`config.mk`:
```
export PLATFORM = sky130hd
export DESIGN_NAME = complex_envelope_upsampler
export DESIGN_NICKNAME = d
export VERILOG_FILES = /design/src/hw/rtl/ceu_pkg.sv /design/src/hw/rtl/ceu_div.sv /design/src/hw/rtl/complex_envelope_upsampler.sv
export SDC_FILE = /design/constraint.sdc
export NUM_CORES = 1
export LEC_CHECK = 0
export BUFFER_PORTS_ARGS = -buffer_cell sky130_fd_sc_hd__buf_2
export CAP_MARGIN = 20
export CORE_AREA = 2 2 194 196
export DETAILED_ROUTE_END_ITERATION = 16
export DIE_AREA = 0 0 196 198
export GPL_ROUTABILITY_DRIVEN = 0
export GPL_TIMING_DRIVEN = 1
export PLACE_DENSITY = 0.69
export RECOVER_POWER = 50
export SLEW_MARGIN = 20
export SYNTH_ARGS = -nofsm -noshare
export SYNTH_HDL_FRONTEND = slang
export SYNTH_SLANG_ARGS = --single-unit
```
`constraint.sdc`:
```
create_clock -name clk -period 15.93 [get_ports clk]
set_input_delay 0.7965 -clock clk [delete_from_list [all_inputs] [get_ports clk]]
set_output_delay 0.7965 -clock clk [all_outputs]
set_load 0.02 [all_outputs]
```
`src/hw/rtl/ceu_pkg.sv`:
```
// ----------------------------------------------------------------------------
// ceu_pkg: shared types and constants for the complex envelope upsampler
// register codes, mode codes, reset values and the sequencer state type
// ----------------------------------------------------------------------------
`default_nettype none

package ceu_pkg;

	localparam int FACTOR_W = 7;
	localparam int MODE_W   = 2;
	localparam int PHASE_W  = 6;
	localparam int ADDR_W   = 4;
	localparam int DATA_W   = 32;

	// register index, taken from paddr[3:2]
	localparam logic [1:0] REG_FACTOR = 2'd0;
	localparam logic [1:0] REG_MODE   = 2'd1;
	localparam logic [1:0] REG_PHASE  = 2'd2;

	localparam logic [MODE_W-1:0] MODE_ZERO   = 2'd0;
	localparam logic [MODE_W-1:0] MODE_HOLD   = 2'd1;
	localparam logic [MODE_W-1:0] MODE_LINEAR = 2'd2;

	localparam logic [FACTOR_W-1:0] FACTOR_RST = 7'd5;
	localparam logic [MODE_W-1:0]   MODE_RST   = MODE_HOLD;
	localparam logic [PHASE_W-1:0]  PHASE_RST  = 6'd0;

	typedef enum logic [2:0] {
		ST_IDLE,
		ST_DIV_I_GO,
		ST_DIV_I_WAIT,
		ST_DIV_Q_GO,
		ST_DIV_Q_WAIT,
		ST_EMIT
	} ceu_state_t;

endpackage

`default_nettype wire

```
`src/hw/rtl/ceu_div.sv`:
```
// ----------------------------------------------------------------------------
// ceu_div: bit-serial floor divider
// signed dividend over unsigned divisor, one quotient bit per cycle,
// floor quotient and non-negative remainder
// ----------------------------------------------------------------------------
`default_nettype none

module ceu_div #(
	parameter int DW = 17,
	parameter int VW = 7
) (
	input  wire                  clk,
	input  wire                  arst_n,
	input  wire                  start,
	input  wire signed [DW-1:0]  dividend,
	input  wire        [VW-1:0]  divisor,
	output logic                 done,
	output logic signed [DW:0]   quot,
	output logic       [VW-1:0]  rem
);

	localparam int CNT_W = $clog2(DW + 1);

	logic [DW-1:0]    mag_q;
	logic [VW-1:0]    rem_q;
	logic             neg_q;
	logic [CNT_W-1:0] cnt_q;
	logic             busy_q;
	logic             done_q;

	logic [VW:0]      trial;
	logic             fits;
	logic [DW:0]      q0;

	assign trial = {rem_q, mag_q[DW-1]};
	assign fits  = (trial >= {1'b0, divisor});

	always_ff @(posedge clk or negedge arst_n) begin
		if (!arst_n) begin
			busy_q <= 1'b0;
			done_q <= 1'b0;
			cnt_q  <= '0;
		end else if (start) begin
			busy_q <= 1'b1;
			done_q <= 1'b0;
			cnt_q  <= CNT_W'(DW);
		end else if (busy_q) begin
			cnt_q <= cnt_q - 1'b1;
			if (cnt_q == CNT_W'(1)) begin
				busy_q <= 1'b0;
				done_q <= 1'b1;
			end
		end else begin
			done_q <= 1'b0;
		end
	end

	// quotient bits shift into the magnitude register as it empties
	always_ff @(posedge clk) begin
		if (start) begin
			neg_q <= dividend[DW-1];
			mag_q <= dividend[DW-1] ? DW'(-dividend) : DW'(dividend);
			rem_q <= '0;
		end else if (busy_q) begin
			rem_q <= fits ? VW'(trial - {1'b0, divisor}) : trial[VW-1:0];
			mag_q <= {mag_q[DW-2:0], fits};
		end
	end

	// floor correction for negative dividends
	assign q0   = {1'b0, mag_q};
	assign done = done_q;

	always_comb begin
		if (!neg_q) begin
			quot = $signed(q0);
			rem  = rem_q;
		end else if (rem_q != '0) begin
			quot = $signed(~q0);
			rem  = divisor - rem_q;
		end else begin
			quot = $signed(-q0);
			rem  = '0;
		end
	end

endmodule

`default_nettype wire

```
`src/hw/rtl/complex_envelope_upsampler.sv`:
```
// ----------------------------------------------------------------------------
// complex_envelope_upsampler: I/Q upsampler with zero-insert, hold and linear
// each input request yields a burst of factor output requests, last flagged
// ----------------------------------------------------------------------------
// zero-insert and hold: acceptance moves the sequencer to its emit state and the
//   output register takes the first output, then one output per cycle while out_ready is high
// linear: two passes of the shared bit-serial divider, one for I and one for Q,
//   then the output burst and a return to idle;
//   in_ready is low while a burst is in work
// reset: factor 5, mode hold, phase 0, stored previous sample zero
`default_nettype none

module complex_envelope_upsampler #(
	parameter int MAX_FACTOR  = 64,
	parameter int SAMPLE_BITS = 16
) (
	input  wire                                 clk,
	input  wire                                 arst_n,

	// configuration port
	input  wire                                 psel,
	input  wire                                 penable,
	input  wire                                 pwrite,
	input  wire  [ceu_pkg::ADDR_W-1:0]          paddr,
	input  wire  [ceu_pkg::DATA_W-1:0]          pwdata,
	output logic [ceu_pkg::DATA_W-1:0]          prdata,
	output logic                                pready,

	// input channel
	input  wire                                 in_valid,
	output logic                                in_ready,
	input  wire signed [SAMPLE_BITS-1:0]        in_i,
	input  wire signed [SAMPLE_BITS-1:0]        in_q,

	// output channel
	output logic                                out_valid,
	input  wire                                 out_ready,
	output logic signed [SAMPLE_BITS-1:0]       out_i,
	output logic signed [SAMPLE_BITS-1:0]       out_q,
	output logic                                last
);

	// effective factor width, difference width, step width and compare width
	localparam int FW = $clog2(MAX_FACTOR + 1);
	localparam int DW = SAMPLE_BITS + 1;
	localparam int QW = SAMPLE_BITS + 2;
	localparam int CW = (FW > ceu_pkg::PHASE_W) ? FW : ceu_pkg::PHASE_W;

	// configuration registers
	logic [ceu_pkg::FACTOR_W-1:0] factor_q;
	logic [ceu_pkg::MODE_W-1:0]   mode_q;
	logic [ceu_pkg::PHASE_W-1:0]  phase_q;
	logic                         cfg_wr;

	// sequencer
	ceu_pkg::ceu_state_t state_q, state_d;
	logic                emit;
	logic                div_start;
	logic                div_sel;
	logic                burst_end;

	// per-request snapshot
	logic signed [SAMPLE_BITS-1:0] cur_i_q, cur_q_q;
	logic signed [SAMPLE_BITS-1:0] prev_i_q, prev_q_q;
	logic [FW-1:0]                 feff_q;
	logic [FW-1:0]                 ph_q;
	logic [ceu_pkg::MODE_W-1:0]    md_q;
	logic [FW-1:0]                 j_q;

	// effective factor and phase from the registers
	logic [FW-1:0] f_eff;
	logic [FW-1:0] ph_eff;

	// linear ramp: quotient and remainder steps, running sums
	logic signed [QW-1:0] step_i_q, step_q_q;
	logic [FW-1:0]        rstep_i_q, rstep_q_q;
	logic signed [QW-1:0] acc_i_q, acc_q_q;
	logic [FW-1:0]        racc_i_q, racc_q_q;
	logic [FW:0]          rsum_i, rsum_q;
	logic                 wrap_i, wrap_q;

	// divider hookup
	logic signed [DW-1:0] diff_i, diff_q, div_num;
	logic                 div_done;
	logic signed [QW-1:0] div_quot;
	logic [FW-1:0]        div_rem;

	// next output sample
	logic signed [SAMPLE_BITS-1:0] smp_i, smp_q;

	// ---------------- configuration port ----------------
	assign pready = 1'b1;
	assign cfg_wr = psel && penable && pwrite;

	always_ff @(posedge clk or negedge arst_n) begin
		if (!arst_n) begin
			factor_q <= ceu_pkg::FACTOR_RST;
			mode_q   <= ceu_pkg::MODE_RST;
			phase_q  <= ceu_pkg::PHASE_RST;
		end else if (cfg_wr) begin
			case (paddr[3:2])
				ceu_pkg::REG_FACTOR: factor_q <= pwdata[ceu_pkg::FACTOR_W-1:0];
				ceu_pkg::REG_MODE:   mode_q   <= pwdata[ceu_pkg::MODE_W-1:0];
				ceu_pkg::REG_PHASE:  phase_q  <= pwdata[ceu_pkg::PHASE_W-1:0];
				default: ;
			endcase
		end
	end

	always_comb begin
		case (paddr[3:2])
			ceu_pkg::REG_FACTOR: prdata = ceu_pkg::DATA_W'(factor_q);
			ceu_pkg::REG_MODE:   prdata = ceu_pkg::DATA_W'(mode_q);
			ceu_pkg::REG_PHASE:  prdata = ceu_pkg::DATA_W'(phase_q);
			default:             prdata = '0;
		endcase
	end

	// ---------------- factor and phase saturation ----------------
	always_comb begin
		if (factor_q == '0)
			f_eff = FW'(1);
		else if (factor_q > ceu_pkg::FACTOR_W'(MAX_FACTOR))
			f_eff = FW'(MAX_FACTOR);
		else
			f_eff = FW'(factor_q);

		// phase clamps to the last slot of the burst
		if (CW'(phase_q) > CW'(f_eff - 1'b1))
			ph_eff = f_eff - 1'b1;
		else
			ph_eff = FW'(phase_q);
	end

	// ---------------- sequencer ----------------
	assign burst_end = (j_q == feff_q - 1'b1);

	always_ff @(posedge clk or negedge arst_n) begin
		if (!arst_n)
			state_q <= ceu_pkg::ST_IDLE;
		else
			state_q <= state_d;
	end

	always_comb begin
		state_d   = state_q;
		in_ready  = 1'b0;
		div_start = 1'b0;
		div_sel   = 1'b0;
		emit      = 1'b0;
		case (state_q)
			ceu_pkg::ST_IDLE: begin
				in_ready = 1'b1;
				if (in_valid) begin
					if (mode_q == ceu_pkg::MODE_LINEAR)
						state_d = ceu_pkg::ST_DIV_I_GO;
					else
						state_d = ceu_pkg::ST_EMIT;
				end
			end
			ceu_pkg::ST_DIV_I_GO: begin
				div_start = 1'b1;
				state_d   = ceu_pkg::ST_DIV_I_WAIT;
			end
			ceu_pkg::ST_DIV_I_WAIT: begin
				if (div_done)
					state_d = ceu_pkg::ST_DIV_Q_GO;
			end
			ceu_pkg::ST_DIV_Q_GO: begin
				div_start = 1'b1;
				div_sel   = 1'b1;
				state_d   = ceu_pkg::ST_DIV_Q_WAIT;
			end
			ceu_pkg::ST_DIV_Q_WAIT: begin
				if (div_done)
					state_d = ceu_pkg::ST_EMIT;
			end
			ceu_pkg::ST_EMIT: begin
				// output register takes a sample when it is empty or draining
				emit = !out_valid || out_ready;
				if (emit && burst_end)
					state_d = ceu_pkg::ST_IDLE;
			end
			default: state_d = ceu_pkg::ST_IDLE;
		endcase
	end

	// ---------------- request snapshot and stored sample ----------------
	always_ff @(posedge clk) begin
		if (in_valid && in_ready) begin
			cur_i_q <= in_i;
			cur_q_q <= in_q;
			feff_q  <= f_eff;
			ph_q    <= ph_eff;
			md_q    <= mode_q;
		end
	end

	// previous sample only moves at the end of a linear burst
	always_ff @(posedge clk or negedge arst_n) begin
		if (!arst_n) begin
			prev_i_q <= '0;
			prev_q_q <= '0;
		end else if (emit && burst_end && md_q == ceu_pkg::MODE_LINEAR) begin
			prev_i_q <= cur_i_q;
			prev_q_q <= cur_q_q;
		end
	end

	// ---------------- shared divider: curr - prev over factor ----------------
	assign diff_i  = DW'(cur_i_q) - DW'(prev_i_q);
	assign diff_q  = DW'(cur_q_q) - DW'(prev_q_q);
	assign div_num = div_sel ? diff_q : diff_i;

	ceu_div #(
		.DW (DW),
		.VW (FW)
	) u_div (
		.clk      (clk),
		.arst_n   (arst_n),
		.start    (div_start),
		.dividend (div_num),
		.divisor  (feff_q),
		.done     (div_done),
		.quot     (div_quot),
		.rem      (div_rem)
	);

	// ---------------- ramp accumulators ----------------
	// j*d/f tracked as quotient plus remainder; remainder wraps at factor
	assign rsum_i = {1'b0, racc_i_q} + {1'b0, rstep_i_q};
	assign rsum_q = {1'b0, racc_q_q} + {1'b0, rstep_q_q};
	assign wrap_i = (rsum_i >= {1'b0, feff_q});
	assign wrap_q = (rsum_q >= {1'b0, feff_q});

	always_ff @(posedge clk) begin
		if (state_q == ceu_pkg::ST_DIV_I_WAIT && div_done) begin
			step_i_q  <= div_quot;
			rstep_i_q <= div_rem;
		end
		if (state_q == ceu_pkg::ST_DIV_Q_WAIT && div_done) begin
			step_q_q  <= div_quot;
			rstep_q_q <= div_rem;
		end
		if (in_valid && in_ready) begin
			j_q      <= '0;
			acc_i_q  <= '0;
			acc_q_q  <= '0;
			racc_i_q <= '0;
			racc_q_q <= '0;
		end else if (emit) begin
			j_q      <= j_q + 1'b1;
			acc_i_q  <= acc_i_q + step_i_q + QW'(wrap_i);
			acc_q_q  <= acc_q_q + step_q_q + QW'(wrap_q);
			racc_i_q <= wrap_i ? FW'(rsum_i - {1'b0, feff_q}) : FW'(rsum_i);
			racc_q_q <= wrap_q ? FW'(rsum_q - {1'b0, feff_q}) : FW'(rsum_q);
		end
	end

	// ---------------- sample select ----------------
	always_comb begin
		case (md_q)
			ceu_pkg::MODE_ZERO: begin
				smp_i = (j_q == ph_q) ? cur_i_q : '0;
				smp_q = (j_q == ph_q) ? cur_q_q : '0;
			end
			ceu_pkg::MODE_LINEAR: begin
				// ramp stays between prev and curr, so truncation is exact
				smp_i = SAMPLE_BITS'(QW'(prev_i_q) + acc_i_q);
				smp_q = SAMPLE_BITS'(QW'(prev_q_q) + acc_q_q);
			end
			default: begin
				smp_i = cur_i_q;
				smp_q = cur_q_q;
			end
		endcase
	end

	// ---------------- output register ----------------
	always_ff @(posedge clk or negedge arst_n) begin
		if (!arst_n)
			out_valid <= 1'b0;
		else if (emit)
			out_valid <= 1'b1;
		else if (out_ready)
			out_valid <= 1'b0;
	end

	always_ff @(posedge clk) begin
		if (emit) begin
			out_i <= smp_i;
			out_q <= smp_q;
			last  <= burst_end;
		end
	end

endmodule

`default_nettype wire

```
==> results.md, run 1 <==
- DIE WIDTH: just under 200 µm
- Worst setup EP type: flop
- Final setup margin: 9866 ps
- Mapped Cells: 1,689
- Compound-cell area share of the yosys netlist: about 15%
- Worst vdd ir: approximately 0.13 mV
- Clock transition at path regs: around 60 ps
- Yosys cell types: just over 80
- Reg power frac: between 30% and 40%
- Drt wl/cell: 17.05 µm
- Number of CTS-inserted buffers: 30
- Antenna Nets Post-Route: 0
- Port bufs: 89
- Switch Pwr: between 1 and 1.5 mW
- Ys Warns: 0
- Num rows: roughly 70
- Post-CTS Setup Repair Bufs: 0
- Post-synth ARST share: between 20 and 25%
- Mapped cell area: around 17,000 µm²
- Final number of setup-violating endpoints: 0
- Top cell type's share of synthesized area: 26.16%
- Worst Hold Class: primary input to flop
- Final worst path period share: a little under two fifths
- Worst slew pin tran: 3457 ps
- Fin. Hold Viols: 0
- Core area: ~37,000 µm²
- Max-Cap Viols: 3
- Internal Power: 1.993 mW
- CTS tree: built
- Failing checks: max-capacitance violations, max-slew violations
- Total Routing Usage GR: between 10% and 20%
- Worst slew margin: -130.5%
- ANT cells: 0
- CP startpoint kind: flop
- Main combinational cell family by area after synthesis: compound AO/OA/AOI/OAI gates
- Total grt overflow: 0
- Vias: about 13,000
- Post-Synth Simple-Gate Area: about an eighth
- Post-Syn Area per Cell: between 9 and 10 µm²
- RSZ-0062 raised after global routing: false
- DIE HEIGHT: between 150 and 200 µm
- Clock Path Buffers: 3
- Area delta synth->final: 10.34%
- Status: finished, violations left
- Slew Viols, Final: ~120
- WS Path Type: flop to flop
- Sw Ratio: 39.86%
- Combinational power share: 45.1%
- Prevailing post-synth register cell: edfxtp_1
- Global-route wire length before repair: 61,480 µm
- Mux contribution to synthesized area: ~4.0%
- Synth Area in Adders: roughly an eighth
- Vias in the first global route: around 12,000
- Fmax: around 160 MHz
- CTS sink count: between 200 and 300
- FF+latch count, synth: 263
- CTS root buffer: clkbuf_16
- Clock Skew: approximately 12 ps
- Largest area contributor in the netlist: edfxtp_1
- Pre-CTS setup slack: 9972 ps
- PD cells: roughly 180 nW/µm²
- Critical path required time: 16,400 ps
- DPL Wire Length: between 20,000 and 30,000 µm
- Worst-Skew Late Latency: roughly 570 ps
- Sequential area share after synthesis: 42.12%
- LEAKAGE: approximately 7.7 nW
- Vias per cell: between 5 and 6
- Clk pwr share: between 20% and 30%
- Routed WL: 38,590 µm
- Post-route minimum period: around 6000 ps
- DR DRC count: 0
- Post-Synth XOR/XNOR Area: ~8%
- Hold_buf cts: 0
- EDFF count, synth: between 100 and 150
- CP arrival: 6530 ps
- Nets: 1,997
- Pin count of the biggest net entering global routing: 59
- First-pass detailed-route iteration total: 5
- Sum of negative setup slack: 0 ps
- Antenna violations before repair: 0
- Share of cells above drive strength 1: 9.385%
- Post-CTS sizing: 0
- DRT iter0 DRCs: ~800
- Most area-consuming cells after synthesis: edfxtp_1, ha_1, dfrtp_1, dfxtp_1, xnor2_1
- Initial Util: approximately 45%
- Critical-path maximum fanout: 11
- IO Pins: around 140
- H-Tree Depth: 1
- Post-placement cell count: 2,208
- Fin cells: roughly 2,300
- Die area: 38,810 µm²
==> layout by cell type (no fill, tap or decap), types with 12 or more instances in the layout <==
cell type / count
nand2_1: 181
edfxtp_1: 145
ha_1: 144
a21oi_1: 120
nor2_1: 106
o21ai_0: 95
inv_1: 89
xnor2_1: 83
xor2_1: 70
dfxtp_1: 60
dfrtp_1: 55
clkbuf_1: 54
buf_2: 49
a21o_1: 44
mux2_2: 39
nor3_1: 33
clkbuf_16: 31
conb_1: 27
nand3_1: 25
nor2b_1: 23
mux2i_1: 22
a211oi_1: 22
nand2b_1: 18
or3_1: 18
a31oi_1: 14
o21ai_1: 13
and3_1: 12
fa_1: 12
==> cell type report <==
class | instances | area (µm²)
Clock buffer | 44 | 854.6
Clock inverter | 12 | 145.1
Fill cell | 3400 | 18590
Inverter | 93 | 352.8
Multi-Input combinational cell | 1278 | 8945
Sequential cell | 263 | 7010
Tap cell | 474 | 593.1
Timing Repair Buffer | 100 | 462.9
==> worst paths after layout <==
| path | from | end | slack (ps) | depth (start not counted) |
|---|---|---|---|---|
| max | rstep_q_q[0] | acc_q_q[15] | 9870 | 22 |
| min | in_i[9] | cur_i_q[9] | 400 | 1 |
| max reg2reg | rstep_q_q[0] | acc_q_q[15] | 9870 | 22 |
| min reg2reg | racc_i_q[0] | racc_i_q[0] | 480 | 2 |
| max in group asynchronous | arst_n | prev_i_q[13] | 12450 | 2 |
| min in group asynchronous | arst_n | factor_q[6] | 1490 | 2 |
==> Yosys cell counts (all sizes together), types with 5 or more instances <==
| cell type | n |
|---|---|
| nand2 | 182 |
| edfxtp | 145 |
| ha | 144 |
| a21oi | 123 |
| o21ai | 108 |
| nor2 | 106 |
| inv | 92 |
| xnor2 | 83 |
| xor2 | 70 |
| dfxtp | 60 |
| dfrtp | 55 |
| a21o | 44 |
| buf | 40 |
| clkbuf | 40 |
| mux2 | 39 |
| nor3 | 35 |
| nand3 | 25 |
| nor2b | 24 |
| a211oi | 23 |
| mux2i | 23 |
| nand2b | 19 |
| or3 | 18 |
| a31oi | 14 |
| and3 | 12 |
| fa | 12 |
| o21a | 11 |
| o22ai | 11 |
| o31ai | 11 |
| nand4 | 10 |
| nor4 | 9 |
| o21bai | 9 |
| or2 | 7 |
| a22o | 6 |
| a41oi | 6 |
| nor3b | 6 |
| o211ai | 6 |
| or4 | 6 |
| and2 | 5 |
==> cell families (layout without fill, tap and decap cells) <==
group	Yosys count	in the layout
flops	263	263
other cells	2	27
xor+xnor	153	153
mux	62	62
fa+ha+maj	156	156
buf+inv	173	249
simple gates	473	473
compound gates	407	407
==> power groups by stage <==
stage               Clock (mW)  Combinational [mW]  Sequential (mW)
finish                   0.700                1.50             1.12
global route             0.741                1.68             1.14
CTS                      0.716                1.50             1.12
detailed placement           0                1.48             1.13
global placement             0                1.43             1.12
floorplan                    0                1.16             1.09
==> per-stage QoR <==
stage	hold slack (ps)	power, mW	area (µm²)	util, %
after floorplan	435.6	2.252	16740	-
after global placement	444.3	2.552	17440	47.19
after detailed placement	459.3	2.610	17440	47.19
after CTS	377.0	3.329	18440	49.89
after global routing	378.6	3.558	18360	49.69
final	403.0	3.313	18360	49.69
==> worst max-delay path, stage by stage, from the launching register on <==
cell       delay, ps
edfxtp_1         380
ha_1             240
fa_1             410
xor2_1           190
ha_1             350
a21o_1           210
a21o_1           200
a21o_1           180
a21oi_1          190
o21ai_0          140
a2111oi_2        420
buf_4            260
inv_1            100
fa_1             410
a21o_1           230
a21oi_1          310
o21ai_0          220
a31oi_1          240
a21oi_1          190
a41oi_1          430
a21oi_1          170
or3_1            350
a21oi_1          150
==> sequential cells by signal, indices dropped and copies added, names as in the netlist, 7 cells and up <==
signal and count:
u_div.mag_q 17, acc_i_q 16, acc_q_q 16, cur_i_q 16, cur_q_q 16, out_i 16
out_q 16, prev_i_q 16, prev_q_q 16, step_i_q 16, step_q_q 16, factor_q 7
feff_q 7, j_q 7, ph_q 7, racc_i_q 7, racc_q_q 7, rstep_i_q 7
rstep_q_q 7, u_div.rem_q 7
==> layer usage <==
layer / vias to the layer above / track usage (%) / wire (µm)
met5: - / 0 / 0
met4: 0 / 7.099 / 1182
met3: 78 / 3.083 / 2145
met2: 336 / 32.02 / 17460
met1: 5965 / 26.62 / 17800
li1: 6173 / - / -
No activity file was read; power rests on OpenSTA's default activity.
==> inputs of run 2 (changes only) <==
--- a/config.mk
+++ b/config.mk
@@ -5,14 +5,15 @@
 export SDC_FILE = /design/constraint.sdc
 export NUM_CORES = 1
 export LEC_CHECK = 0
+export ABC_AREA = 1
 export BUFFER_PORTS_ARGS = -buffer_cell sky130_fd_sc_hd__buf_2
 export CAP_MARGIN = 20
-export CORE_AREA = 2 2 194 196
+export CORE_AREA = 2 2 199 201
 export DETAILED_ROUTE_END_ITERATION = 16
-export DIE_AREA = 0 0 196 198
+export DIE_AREA = 0 0 201 203
 export GPL_ROUTABILITY_DRIVEN = 0
 export GPL_TIMING_DRIVEN = 1
-export PLACE_DENSITY = 0.69
+export PLACE_DENSITY = 0.72
 export RECOVER_POWER = 50
 export SLEW_MARGIN = 20
 export SYNTH_ARGS = -nofsm -noshare
==> constraint.sdc (replaced) <==
create_clock -name clk -period 5 [get_ports clk]
set_input_delay 0.25 -clock clk [delete_from_list [all_inputs] [get_ports clk]]
set_output_delay 0.25 -clock clk [all_outputs]
set_load 0.02 [all_outputs]
==> run 2 against run 1 <==
The run still ends with max-capacitance violations, max-slew violations left. Sequential share of layout area down 2.8 points. Clock skew is 4.0 ps higher. Worst setup slack worse by 9500 ps. Largest cell class unchanged.
==> results.md, run 2 <==
- Status: finished, violations left
- Failing checks: max-capacitance violations, max-slew violations
- Synth top cells by count: nand2_1, inv_1, nor2_1, a21oi_1
- DR DRC count: 0
- Sequential area share after synthesis: between 40% and 50%
- Antenna Nets Post-Route: 0
- Mapped Cells: approximately 2,200
- Number of CTS-inserted buffers: 30
- Clock transition at path regs: ~60 ps
- Worst slew margin: -130.9%
- Max reg flops: 17
- Area delta synth->final: 13.02%
- Drt wl/cell: 15.46 µm
- Post-route minimum period: 4614 ps
- Worst setup EP type: flop
- Worst vdd ir: between 0.3 and 0.4 mV
- Ys Warns: 0
- Post-synth ARST share: around 22%
- Worst-Skew Late Latency: roughly 580 ps
- FF+latch count, synth: 263
- Hold Crit Start: paddr[3]
- Share of cells above drive strength 1: 5.274%
- CP startpoint kind: flop
- CTS sink count: ~260
- WS Path Type: flop to flop
- Hold slack: around 60 ps
- Sum of negative setup slack: 0 ps
- Nets: around 2,600
- Pin count of the biggest net entering global routing: about 60
- Critical-path maximum fanout: 4
- Fill cells: 3,573
- Post-CTS Setup Repair Bufs: 0
- Core area: approximately 38,000 µm²
- Final number of setup-violating endpoints: 0
- Vias per cell: 5.200
- Yosys cell types: 52
- Worst r2r path cells: 22
- Endpoint, Worst Hold: mode_q[0]
- Top cell type's share of synthesized area: 24.86%
- Clock Path Buffers: 3
- Global-route wire length before repair: between 70,000 and 80,000 µm
- Fin. Hold Viols: 0
- DRT iter0 DRCs: 1,052
- Clock Skew: about 16 ps
- First-pass detailed-route iteration total: 6
- CTS tree: built
- RSZ-0062 raised after global routing: false
- Hold path cells: 4
- Antenna violations before repair: 0
- Reg with most FFs: u_div.mag_q
- CP arrival: 5070 ps
- IO Pins: between 100 and 150
- Port bufs: 89
- H-Tree Depth: 1
- Most numerous cell in the Yosys netlist: nand2_1
- Num rows: 72
- CTS root buffer: clkbuf_16
- DPL Wire Length: about 33,000 µm
- DIE WIDTH: approximately 200 µm
- DIE HEIGHT: roughly 200 µm
- Total grt overflow: 0
- Max-Cap Viols: 3
- Largest area contributor in the netlist: edfxtp_1
- Commonest non-fill, non-tap cell in the layout: nand2_1
- Slew Viols, Final: ~130
- Reg2reg end: acc_q_q[10]
- R2R setup slack: 390 ps
- Vias: 15,120
- Total Routing Usage GR: between 20% and 30%
- Worst slew pin tran: between 3000 and 4000 ps
- Critical path required time: ~5500 ps
- Routed WL: around 45,000 µm
- Most frequent cells in the layout: nand2_1, inv_1, nor2_1
- Most area-consuming cells after synthesis: edfxtp_1, nand2_1, ha_1, dfrtp_1, inv_1
- Mapped cell area: 17,520 µm²
- Worst Hold Class: primary input to flop
- Die area: about 41,000 µm²
- PD cells: 569.9 nW/µm²
- Final worst path period share: between 90 and 100%
- EDFF count, synth: 145
- Fmax: 216.7 MHz
- LEAKAGE: approximately 9.5 nW
- Post-Syn Area per Cell: around 8 µm²
- Initial Util: 45.53%
- Worst R2R Start: rstep_q_q[0]
- Prevailing post-synth register cell: edfxtp_1
- ANT cells: 0
- Vias in the first global route: between 10,000 and 15,000
run 2: per-stage QoR:
step	worst slack (ps)	std cells	util, %	instance area [µm²]	total power [mW]
2_1_floorplan	962.6	2257	-	17610	7.573
3_3_place_gp	604.6	2809	48.00	18460	8.798
3_5_place_dp	542.2	2809	48.00	18460	9.005
4_1_cts	489.7	2907	51.66	19870	11.29
5_1_grt	29.93	2907	51.46	19800	12.24
6_report	385.8	2907	51.46	19800	11.28
run 2: worst max-delay path by stage:
stage                      start          end  slack [ps]  depth (start not counted)
floorplan           rstep_q_q[0]  acc_q_q[10]         960                         23
global placement    rstep_i_q[0]  acc_i_q[12]         600                         27
detailed placement  rstep_i_q[0]  acc_i_q[12]         540                         27
CTS                 rstep_q_q[0]  acc_q_q[10]         490                         22
global route        rstep_q_q[0]  acc_q_q[12]          30                         23
finish              rstep_q_q[0]  acc_q_q[10]         390                         22
run 2: kinds of logic after synthesis:
group | after synthesis | share of synthesized area [%]
simple gates | 897 | 21.35
xor+xnor | 94 | 4.700
flops | 263 | 40.02
fa+ha+maj | 156 | 11.66
other cells | 2 | 0.04288
buf+inv | 402 | 9.208
compound gates | 418 | 13.02
run 2: per-layer routing:
layer	vias to the layer above	part of all wire [%]	GRT usage [%]
met2	469	45	36.12
met5	-	0	0
met3	96	6.8	4.366
met4	0	3.7	8.492
met1	6937	45	28.87
li1	7615	-	-
run 2: repair_timing:
item	in CTS	in global routing
hold buffers	42	0
setup endpoints to repair	0	0
resized for setup	0	0
hold endpoints to repair	103	0
run 2: critical path: stages (launching register included):
cell	delay [ps]
edfxtp_1	370
ha_1	240
fa_1	430
nand3_1	90
nand2_1	100
a21oi_1	170
o21bai_1	100
xor2_1	200
inv_1	70
ha_1	190
a211o_1	230
a31oi_1	140
nand2_1	110
fa_1	470
a21oi_1	300
o21ai_0	190
a21boi_1	280
nor2_1	80
o2bb2ai_1	290
or2_2	170
nand3_1	80
o211ai_1	130
inv_1	60
run 2: final cells by class:
class | count | area (µm²) | share of cell area, %
multi-input cells | 1592 | 9007 | 45.50
clock inverters | 20 | 193.9 | 0.9797
flip-flops and latches | 263 | 7010 | 35.41
well taps | 518 | 648.1 | 3.274
repair buffers | 143 | 883.3 | 4.462
inverters | 335 | 1259 | 6.359
clock buffers | 36 | 793.3 | 4.007
run 2: power breakdown:
group          internal, mW  switching (mW)  leakage (nW)
Combinational          1.96            3.55          6.39
Clock                  1.29           0.918         0.482
Sequential             3.06           0.507          2.60
Total                  6.30            4.98          9.47
